$ cat src/rtl/core/mrbm_pkg.sv
// Shared definitions for the masked RGBA blend-mode unit: channel and weight
// widths, blend mode codes and the stage enable bundle.
// No dependencies.
`default_nettype none

package mrbm_pkg;

	localparam int CHAN_W = 8;
	localparam int WT_W   = 9;
	localparam int MASK_W = 11;
	localparam int MODE_W = 3;

	localparam logic [CHAN_W-1:0] CHAN_MAX = 8'd255;
	localparam logic [CHAN_W-1:0] CHAN_HALF_MAX = 8'd127;
	localparam logic [WT_W-1:0] W_ONE = 9'd256;

	// Blend mode codes. Codes above MODE_ADD all select a linear mix.
	localparam logic [MODE_W-1:0] MODE_NORMAL   = 3'd0;
	localparam logic [MODE_W-1:0] MODE_MULTIPLY = 3'd1;
	localparam logic [MODE_W-1:0] MODE_SCREEN   = 3'd2;
	localparam logic [MODE_W-1:0] MODE_OVERLAY  = 3'd3;
	localparam logic [MODE_W-1:0] MODE_ADD      = 3'd4;

	// Load enables of the four pipeline stages.
	typedef struct packed {
		logic s1;
		logic s2;
		logic s3;
		logic s4;
	} pipe_en_t;

endpackage : mrbm_pkg

`default_nettype wire

$ cat src/rtl/core/mrbm_blend_front.sv
// Front half of one color lane: operand product (stage 1) and the rounded
// division by 255 that forms the blend target (stage 2).
// Depends on mrbm_pkg.
`default_nettype none

module mrbm_blend_front
	import mrbm_pkg::*;
(
	input  wire logic              clk,
	input  wire pipe_en_t          en,
	input  wire logic [MODE_W-1:0] mode,
	input  wire logic [CHAN_W-1:0] base,
	input  wire logic [CHAN_W-1:0] layer,
	output logic      [CHAN_W-1:0] base_s2,
	output logic      [CHAN_W-1:0] target_s2
);

	logic [CHAN_W-1:0] op_a;
	logic [CHAN_W-1:0] op_b;
	logic              dbl;
	logic              inv;
	logic              use_div;
	logic [2*CHAN_W-1:0] prod;

	logic [2*CHAN_W:0] prod_s1;
	logic              inv_s1;
	logic              use_div_s1;
	logic [CHAN_W-1:0] base_s1;
	logic [CHAN_W-1:0] layer_s1;

	logic [2*CHAN_W+1:0] y;
	logic [2*CHAN_W+1:0] y_sum;
	logic [9:0]          q0;
	logic [2*CHAN_W+1:0] rem;
	logic [CHAN_W-1:0]   q;
	logic [CHAN_W-1:0]   target;

	// Screen and the upper half of overlay work on inverted channels.
	always_comb begin
		op_a    = base;
		op_b    = layer;
		dbl     = 1'b0;
		inv     = 1'b0;
		use_div = 1'b1;
		case (mode)
			MODE_MULTIPLY: begin
				use_div = 1'b1;
			end
			MODE_SCREEN: begin
				op_a = ~base;
				op_b = ~layer;
				inv  = 1'b1;
			end
			MODE_OVERLAY: begin
				dbl = 1'b1;
				if (base > CHAN_HALF_MAX) begin
					op_a = ~base;
					op_b = ~layer;
					inv  = 1'b1;
				end
			end
			default: begin
				use_div = 1'b0;
			end
		endcase
	end

	assign prod = {{CHAN_W{1'b0}}, op_a} * {{CHAN_W{1'b0}}, op_b};

	always_ff @(posedge clk) begin
		if (en.s1) begin
			prod_s1    <= dbl ? {prod, 1'b0} : {1'b0, prod};
			inv_s1     <= inv;
			use_div_s1 <= use_div;
			base_s1    <= base;
			layer_s1   <= layer;
		end
	end

	// Rounded division by 255: estimate with y*(257/65536), then one correction.
	always_comb begin
		y      = {1'b0, prod_s1} + 18'd127;
		y_sum  = y + (y >> 8);
		q0     = y_sum[17:8];
		rem    = y - {q0, 8'b0} + {8'b0, q0};
		q      = (rem[9:0] >= 10'd255) ? (q0[7:0] + 8'd1) : q0[7:0];
		if (!use_div_s1) begin
			target = layer_s1;
		end else if (inv_s1) begin
			target = CHAN_MAX - q;
		end else begin
			target = q;
		end
	end

	always_ff @(posedge clk) begin
		if (en.s2) begin
			base_s2   <= base_s1;
			target_s2 <= target;
		end
	end

endmodule : mrbm_blend_front

`default_nettype wire

$ cat src/rtl/core/mrbm_mix.sv
// Back half of one lane: weighted mix of base and target (stage 3 products,
// stage 4 rounding and saturating add). Depends on mrbm_pkg.
`default_nettype none

module mrbm_mix
	import mrbm_pkg::*;
(
	input  wire logic              clk,
	input  wire pipe_en_t          en,
	input  wire logic              is_add,
	input  wire logic [WT_W-1:0]   weight,
	input  wire logic [CHAN_W-1:0] base,
	input  wire logic [CHAN_W-1:0] target,
	output logic      [CHAN_W-1:0] result_s4
);

	logic [2*CHAN_W+WT_W-CHAN_W-1:0] prod_base;
	logic [2*CHAN_W+WT_W-CHAN_W-1:0] prod_tgt;
	logic [2*CHAN_W-1:0] pa_s3;
	logic [2*CHAN_W-1:0] pb_s3;
	logic [CHAN_W-1:0]   base_s3;
	logic                add_s3;
	logic [2*CHAN_W:0]   acc;
	logic [CHAN_W:0]     scaled;
	logic [CHAN_W:0]     add_sum;
	logic [CHAN_W-1:0]   result;

	assign prod_base = {{WT_W{1'b0}}, base} * {{CHAN_W{1'b0}}, W_ONE - weight};
	assign prod_tgt  = {{WT_W{1'b0}}, target} * {{CHAN_W{1'b0}}, weight};

	// In add mode the base term is dropped and the base is added after rounding.
	always_ff @(posedge clk) begin
		if (en.s3) begin
			pa_s3   <= is_add ? '0 : prod_base[2*CHAN_W-1:0];
			pb_s3   <= prod_tgt[2*CHAN_W-1:0];
			base_s3 <= base;
			add_s3  <= is_add;
		end
	end

	always_comb begin
		acc     = {1'b0, pa_s3} + {1'b0, pb_s3} + 17'd128;
		scaled  = acc[2*CHAN_W:CHAN_W];
		add_sum = {1'b0, base_s3} + scaled;
		if (add_s3) begin
			result = add_sum[CHAN_W] ? CHAN_MAX : add_sum[CHAN_W-1:0];
		end else begin
			result = scaled[CHAN_W-1:0];
		end
	end

	always_ff @(posedge clk) begin
		if (en.s4) begin
			result_s4 <= result;
		end
	end

endmodule : mrbm_mix

`default_nettype wire

$ cat src/rtl/core/masked_rgba_blend_modes_unit.sv
// Masked RGBA blend-mode unit. Each input beat carries a base pixel, a layer
// pixel, a blend mode and a signed Q2.8 mask weight; each output beat carries
// the blended pixel. The unit takes one beat every clock while in_stall is low
// and has four register stages: operand multiply, rounded division by 255,
// the two mix multiplies, and the final rounding with the saturating add. A
// full pipeline under output stall raises in_stall; any bubble in the
// pipeline is filled while the output waits.
// Depends on mrbm_pkg, mrbm_blend_front and mrbm_mix.
`default_nettype none

module masked_rgba_blend_modes_unit
	import mrbm_pkg::*;
(
	input  wire logic              clk,
	input  wire logic              arst_n,
	input  wire logic              in_valid,
	output logic                   in_stall,
	input  wire logic [CHAN_W-1:0] base_red,
	input  wire logic [CHAN_W-1:0] base_green,
	input  wire logic [CHAN_W-1:0] base_blue,
	input  wire logic [CHAN_W-1:0] base_alpha,
	input  wire logic [CHAN_W-1:0] layer_red,
	input  wire logic [CHAN_W-1:0] layer_green,
	input  wire logic [CHAN_W-1:0] layer_blue,
	input  wire logic [CHAN_W-1:0] layer_alpha,
	input  wire logic [MODE_W-1:0] req_type,
	input  wire logic signed [MASK_W-1:0] mask_weight,
	output logic                   out_valid,
	input  wire logic              out_stall,
	output logic      [CHAN_W-1:0] out_red,
	output logic      [CHAN_W-1:0] out_green,
	output logic      [CHAN_W-1:0] out_blue,
	output logic      [CHAN_W-1:0] out_alpha
);

	// Stage valid flags and the ready chain. A stage loads when it is empty or
	// when the stage after it moves on.
	logic     v_s1, v_s2, v_s3, v_s4;
	logic     rdy1, rdy2, rdy3, rdy4;
	pipe_en_t en;

	assign rdy4 = !v_s4 || !out_stall;
	assign rdy3 = !v_s3 || rdy4;
	assign rdy2 = !v_s2 || rdy3;
	assign rdy1 = !v_s1 || rdy2;

	assign en.s1 = rdy1;
	assign en.s2 = rdy2;
	assign en.s3 = rdy3;
	assign en.s4 = rdy4;

	assign in_stall  = !rdy1;
	assign out_valid = v_s4;

	always_ff @(posedge clk or negedge arst_n) begin
		if (!arst_n) begin
			v_s1 <= 1'b0;
			v_s2 <= 1'b0;
			v_s3 <= 1'b0;
			v_s4 <= 1'b0;
		end else begin
			if (rdy1) v_s1 <= in_valid;
			if (rdy2) v_s2 <= v_s1;
			if (rdy3) v_s3 <= v_s2;
			if (rdy4) v_s4 <= v_s3;
		end
	end

	// The mask is clamped to 0..1.0: negative values give zero, anything
	// above 256 gives exactly 256.
	logic [WT_W-1:0] w_in;

	always_comb begin
		if (mask_weight[MASK_W-1]) begin
			w_in = '0;
		end else if (mask_weight[MASK_W-2:0] > {1'b0, W_ONE}) begin
			w_in = W_ONE;
		end else begin
			w_in = mask_weight[WT_W-1:0];
		end
	end

	// Mode side information travels alongside the color lanes. Alpha is mixed
	// only by normal and the codes above add; the other modes pass base alpha through, which
	// the mix does exactly when its weight is zero.
	logic              alpha_mix;
	logic [WT_W-1:0]   w_s1, w_s2;
	logic              add_s1, add_s2;
	logic              amix_s1, amix_s2;
	logic [CHAN_W-1:0] ba_s1, ba_s2, la_s1, la_s2;
	logic [WT_W-1:0]   w_alpha_s2;

	assign alpha_mix = (req_type == MODE_NORMAL) || (req_type > MODE_ADD);

	always_ff @(posedge clk) begin
		if (en.s1) begin
			w_s1    <= w_in;
			add_s1  <= (req_type == MODE_ADD);
			amix_s1 <= alpha_mix;
			ba_s1   <= base_alpha;
			la_s1   <= layer_alpha;
		end
		if (en.s2) begin
			w_s2    <= w_s1;
			add_s2  <= add_s1;
			amix_s2 <= amix_s1;
			ba_s2   <= ba_s1;
			la_s2   <= la_s1;
		end
	end

	assign w_alpha_s2 = amix_s2 ? w_s2 : '0;

	// Color lanes: blend target formation, then the weighted mix.
	logic [CHAN_W-1:0] b_r_s2, b_g_s2, b_b_s2;
	logic [CHAN_W-1:0] x_r_s2, x_g_s2, x_b_s2;

	mrbm_blend_front u_front_r (
		.clk       (clk),
		.en        (en),
		.mode      (req_type),
		.base      (base_red),
		.layer     (layer_red),
		.base_s2   (b_r_s2),
		.target_s2 (x_r_s2)
	);

	mrbm_blend_front u_front_g (
		.clk       (clk),
		.en        (en),
		.mode      (req_type),
		.base      (base_green),
		.layer     (layer_green),
		.base_s2   (b_g_s2),
		.target_s2 (x_g_s2)
	);

	mrbm_blend_front u_front_b (
		.clk       (clk),
		.en        (en),
		.mode      (req_type),
		.base      (base_blue),
		.layer     (layer_blue),
		.base_s2   (b_b_s2),
		.target_s2 (x_b_s2)
	);

	mrbm_mix u_mix_r (
		.clk       (clk),
		.en        (en),
		.is_add    (add_s2),
		.weight    (w_s2),
		.base      (b_r_s2),
		.target    (x_r_s2),
		.result_s4 (out_red)
	);

	mrbm_mix u_mix_g (
		.clk       (clk),
		.en        (en),
		.is_add    (add_s2),
		.weight    (w_s2),
		.base      (b_g_s2),
		.target    (x_g_s2),
		.result_s4 (out_green)
	);

	mrbm_mix u_mix_b (
		.clk       (clk),
		.en        (en),
		.is_add    (add_s2),
		.weight    (w_s2),
		.base      (b_b_s2),
		.target    (x_b_s2),
		.result_s4 (out_blue)
	);

	// Alpha lane: never an add, target is the layer alpha.
	mrbm_mix u_mix_a (
		.clk       (clk),
		.en        (en),
		.is_add    (1'b0),
		.weight    (w_alpha_s2),
		.base      (ba_s2),
		.target    (la_s2),
		.result_s4 (out_alpha)
	);

`ifndef SYNTHESIS
	// Input is held off only when every stage is full and the output is blocked.
	a_stall_only_when_full: assert property (@(posedge clk) disable iff (!arst_n)
		in_stall |-> (v_s1 && v_s2 && v_s3 && v_s4 && out_stall))
		else $error("in_stall raised with a bubble in the pipeline");

	// An accepted beat occupies stage one on the next cycle.
	a_accept_enters: assert property (@(posedge clk) disable iff (!arst_n)
		(in_valid && !in_stall) |=> v_s1)
		else $error("accepted beat lost at stage one");

	// A blocked stage three keeps its beat.
	a_s3_holds: assert property (@(posedge clk) disable iff (!arst_n)
		(v_s3 && !rdy3) |=> v_s3)
		else $error("stage three dropped a blocked beat");
`endif

endmodule : masked_rgba_blend_modes_unit

`default_nettype wire
$ cat config.mk
export PLATFORM = sky130hd
export DESIGN_NAME = masked_rgba_blend_modes_unit
export DESIGN_NICKNAME = d
export VERILOG_FILES = /design/src/rtl/core/mrbm_pkg.sv /design/src/rtl/core/mrbm_blend_front.sv /design/src/rtl/core/mrbm_mix.sv /design/src/rtl/core/masked_rgba_blend_modes_unit.sv
export SDC_FILE = /design/constraint.sdc
export NUM_CORES = 2
export LEC_CHECK = 0
export BUFFER_PORTS_ARGS = -buffer_cell sky130_fd_sc_hd__clkbuf_2
export CORE_ASPECT_RATIO = 0.8
export CORE_MARGIN = 2
export CORE_UTILIZATION = 60
export DETAILED_ROUTE_END_ITERATION = 8
export MAX_ROUTING_LAYER = met4
export PLACE_DENSITY_LB_ADDON = 0.25
export SYNTH_ARGS = -nofsm -noshare
export SYNTH_HDL_FRONTEND = slang
export SYNTH_SLANG_ARGS = --single-unit
$ cat constraint.sdc
create_clock -name clk -period 8.37 [get_ports clk]
set_input_delay 0.4185 -clock clk [delete_from_list [all_inputs] [get_ports clk]]
set_output_delay 0.4185 -clock clk [all_outputs]
set_load 0.05 [all_outputs]
==> key figures <==
Outcome
  • Status: finished clean

Setup path
  • CP max FO: 8
  • Worst Path Arrival: a little under 8 ns
  • Crit. End Element: flip-flop
  • CP max-delay cell: or4b_2
  • CP bufs+invs: 3
  • CP startpoint kind: flip-flop
  • Crit path top cell by count: ha_1
  • Top delay family on crit path: simple AND/OR/NAND/NOR gates
  • Max incr delay on CP: between 0.6 and 0.7 ns
  • Crit Path Class: flip-flop to flip-flop
  • Worst path required time: 8.74 ns

Timing
  • Relative slew slack: between 20% and 30%
  • Unrepaired setup endpoints after global routing: false
  • Final setup margin: just over 1 ns
  • Slew @ Worst Pin: between 1 and 1.5 ns
  • Final min period: about 7.4 ns
  • Final setup viols: 0
  • Fmax: around 0.14 GHz
  • Hold Vio Cnt, Final: 0
  • Worst Skew: ~0.041 ns
  • Max-slew violation count: 0
  • Post-route setup TNS: 0 ns
  • Final period util: between 80% and 90%

Logic synthesis
  • Synth Warn #: 0
  • Main synth FF type: edfxtp_1
  • Mean area per synthesized cell: 9.452 um^2
  • Synth area leaders: edfxtp_1 25%, fa_1 19%, ha_1 17%
  • Synth top area share: 25.46%
  • Post-synthesis sequential area ratio: between 20% and 30%
  • Cell Area, Synth: 45990 um^2
  • Async SR Flop Fraction: ~1.0%
  • Syn Inst Count: between 4000 and 5000
  • FF+latch count, synth: 394
  • Post-synth EDFFs: between 300 and 400
  • Distinct cells, synth: a little under 80
  • Synth Net Count: 5997
  • Synth area leader: edfxtp_1

Placement
  • Hpwl dp: around 80000 um
  • Dpl ws: roughly 1.2 ns
  • Placed cells: 5820
  • # port buffers: about 120
  • Routability cong.: roughly 0.9
  • Cell Area, Placed: between 40000 and 50000 um^2

Floorplanning
  • Initial Util: 60.78%
  • Die width: between 300 and 400 um
  • Io pins: about 120
  • DIE AREA: 78900 um^2
  • Cell Rows: 90
  • CORE AREA: ~76000 um^2
  • Die Y: 251.6 um

Global routing
  • GRT overflow: 0
  • Initial antenna violation count: 4
  • Vias in the first global route: between 30000 and 40000
  • Global-route usage over all layers: 27.60%
  • Largest net degree at the start of global routing: 82
  • First-pass GRT wire length: 170500 um

CTS
  • Root Driver: clkbuf_16
  • H-tree levels: 2
  • Clock Path Buffers: 3
  • Setup Fix Bufs, Post-CTS: 0
  • Clock Latency Late Sink: 0.59 ns
  • TritonCTS clock tree: yes
  • Reg clk slew, reported paths: roughly 0.08 ns
  • Clock sink total: around 390
  • TritonCTS Buffers: 46

Cells and area
  • Register area: between 10000 and 15000 um^2
  • Final non-filler cell area: approximately 50000 um^2
  • Area growth, synth to finish: 6.693%
  • Fill cells: 6156
  • Share of layout cells above drive strength 1: between 5 and 6%
  • Commonest non-fill, non-tap cell in the layout: inv_1
  • Layout Nets: approximately 6000
  • Multi-input gate area: ~31000 um^2
  • Non-Filler Instances: 5925
  • Commonest cells after routing, fill and taps aside: 754 x inv_1, 607 x ha_1, 488 x nand2_1

Route
  • Remaining antenna violation count after routing: 0
  • Via Count: between 30000 and 40000
  • Post-detailed-route wirelength per cell: ~17 um
  • Routed vias/inst: around 5.6
  • Number of remaining DRC errors: 0
  • Detailed Route WL: between 100000 and 150000 um
  • First-pass DRT Iterations: 6
  • Iteration-0 DRC Markers: ~2400

Job
  • Max-cap violation count: 0

Worst hold path
  • Worst min path class: input port to flip-flop
flip-flops by register name, summed over array words and instances, names as in the netlist, 16 cells and up:
| name | flops |
|---|---|
| u_front_r.prod_s1 | 17 |
| u_mix_a.pb_s3 | 16 |
| u_mix_b.pa_s3 | 16 |
| u_mix_b.pb_s3 | 16 |
| u_mix_r.pb_s3 | 16 |
| u_mix_g.pb_s3 | 16 |
| u_front_b.prod_s1 | 17 |
| u_mix_r.pa_s3 | 16 |
| u_front_g.prod_s1 | 17 |
| u_mix_g.pa_s3 | 16 |
| u_mix_a.pa_s3 | 16 |
cell usage after synthesis (8+ instances only):
| cell type | instances |
|---|---|
| nor2b_1 | 38 |
| nor3_1 | 52 |
| nand2_1 | 491 |
| nand4_1 | 13 |
| nand2b_1 | 43 |
| xnor2_1 | 231 |
| a31oi_1 | 8 |
| and4_1 | 11 |
| nor4_1 | 13 |
| a211oi_1 | 14 |
| o21a_1 | 18 |
| edfxtp_1 | 390 |
| nand3_1 | 52 |
| o21ai_0 | 228 |
| or2_2 | 29 |
| and2_1 | 296 |
| and3_1 | 72 |
| xor2_1 | 69 |
| inv_1 | 755 |
| a21oi_1 | 275 |
| o21bai_1 | 16 |
| clkbuf_1 | 185 |
| o211ai_1 | 9 |
| nor2_1 | 262 |
| mux2_2 | 9 |
| a21boi_0 | 31 |
| a21o_1 | 48 |
| or3_1 | 16 |
| buf_1 | 17 |
| o22a_1 | 15 |
| mux2i_1 | 11 |
| fa_1 | 442 |
| ha_1 | 607 |
| nor3b_1 | 13 |
area by class of cell:
type | instances | share of cell area [%]
clock inverter | 37 | 0.6987
antenna | 4 | 0.02040
clock buffer | 47 | 2.397
sequential | 394 | 24.07
timing repair buffer | 162 | 1.979
inverter | 757 | 5.801
tap | 1012 | 2.580
multi-input combinational | 3512 | 62.45
metrics by stage:
stage	util, %	hold slack (ns)
6_report	64.84	0.03259
5_1_grt	64.84	0.02325
4_1_cts	64.83	0.004382
3_5_place_dp	62.60	0.2322
3_3_place_gp	62.60	0.2305
2_1_floorplan	-	0.1229
worst paths after layout:
check | depth (start not counted) | slack [ns] | end | start
setup / recovery | 29 | 1.02 | u_front_r.target_s2[7] | u_front_r.prod_s1[0]
hold / removal | 2 | 0.03 | v_s1 | in_valid
setup reg to reg | 29 | 1.02 | u_front_r.target_s2[7] | u_front_r.prod_s1[0]
hold reg to reg | 0 | 0.41 | w_s2[0] | w_s1[0]
max in group asynchronous | 2 | 8.01 | out_valid | arst_n
min in group asynchronous | 2 | 0.23 | v_s1 | arst_n
kinds of logic (layout without fill, tap and decap cells):
logic type,Yosys count,count (layout),synth area share [%]
XOR/XNOR,302,302,5.822
adder cells (fa/ha/maj),1049,1049,35.75
AND/OR/NAND/NOR,1427,1427,15.28
other,0,4,0
multiplexers,20,20,0.4598
buffers and inverters,960,1003,7.851
flip-flops,394,394,25.68
AO/OA/AOI/OAI,714,714,9.152
worst register-to-register path: cells and delay by family (launching register included):
kind,cells,cell delay [ns]
xor gates and xnor gates,2,0.88
DFF,1,0.42
AOI/OAI and AO/OA,10,2.07
adders and majority gates,4,1.07
and+or+nand+nor,10,2.42
buffers and inverters,3,0.27
routing by layer:
metal | wire, um | global-route usage, %
met5 | 0 | -
met4 | 1889 | 5.865
met3 | 6887 | 3.806
met2 | 44860 | 40.94
met1 | 49150 | 40.59
timing repair:
action,CTS,global route
hold buffers,17,0
resized for setup,0,0
hold endpoints to repair,20,0
Power is not shown: default switching activity piles up to over one toggle a cycle in this logic, so the estimate is an artifact.
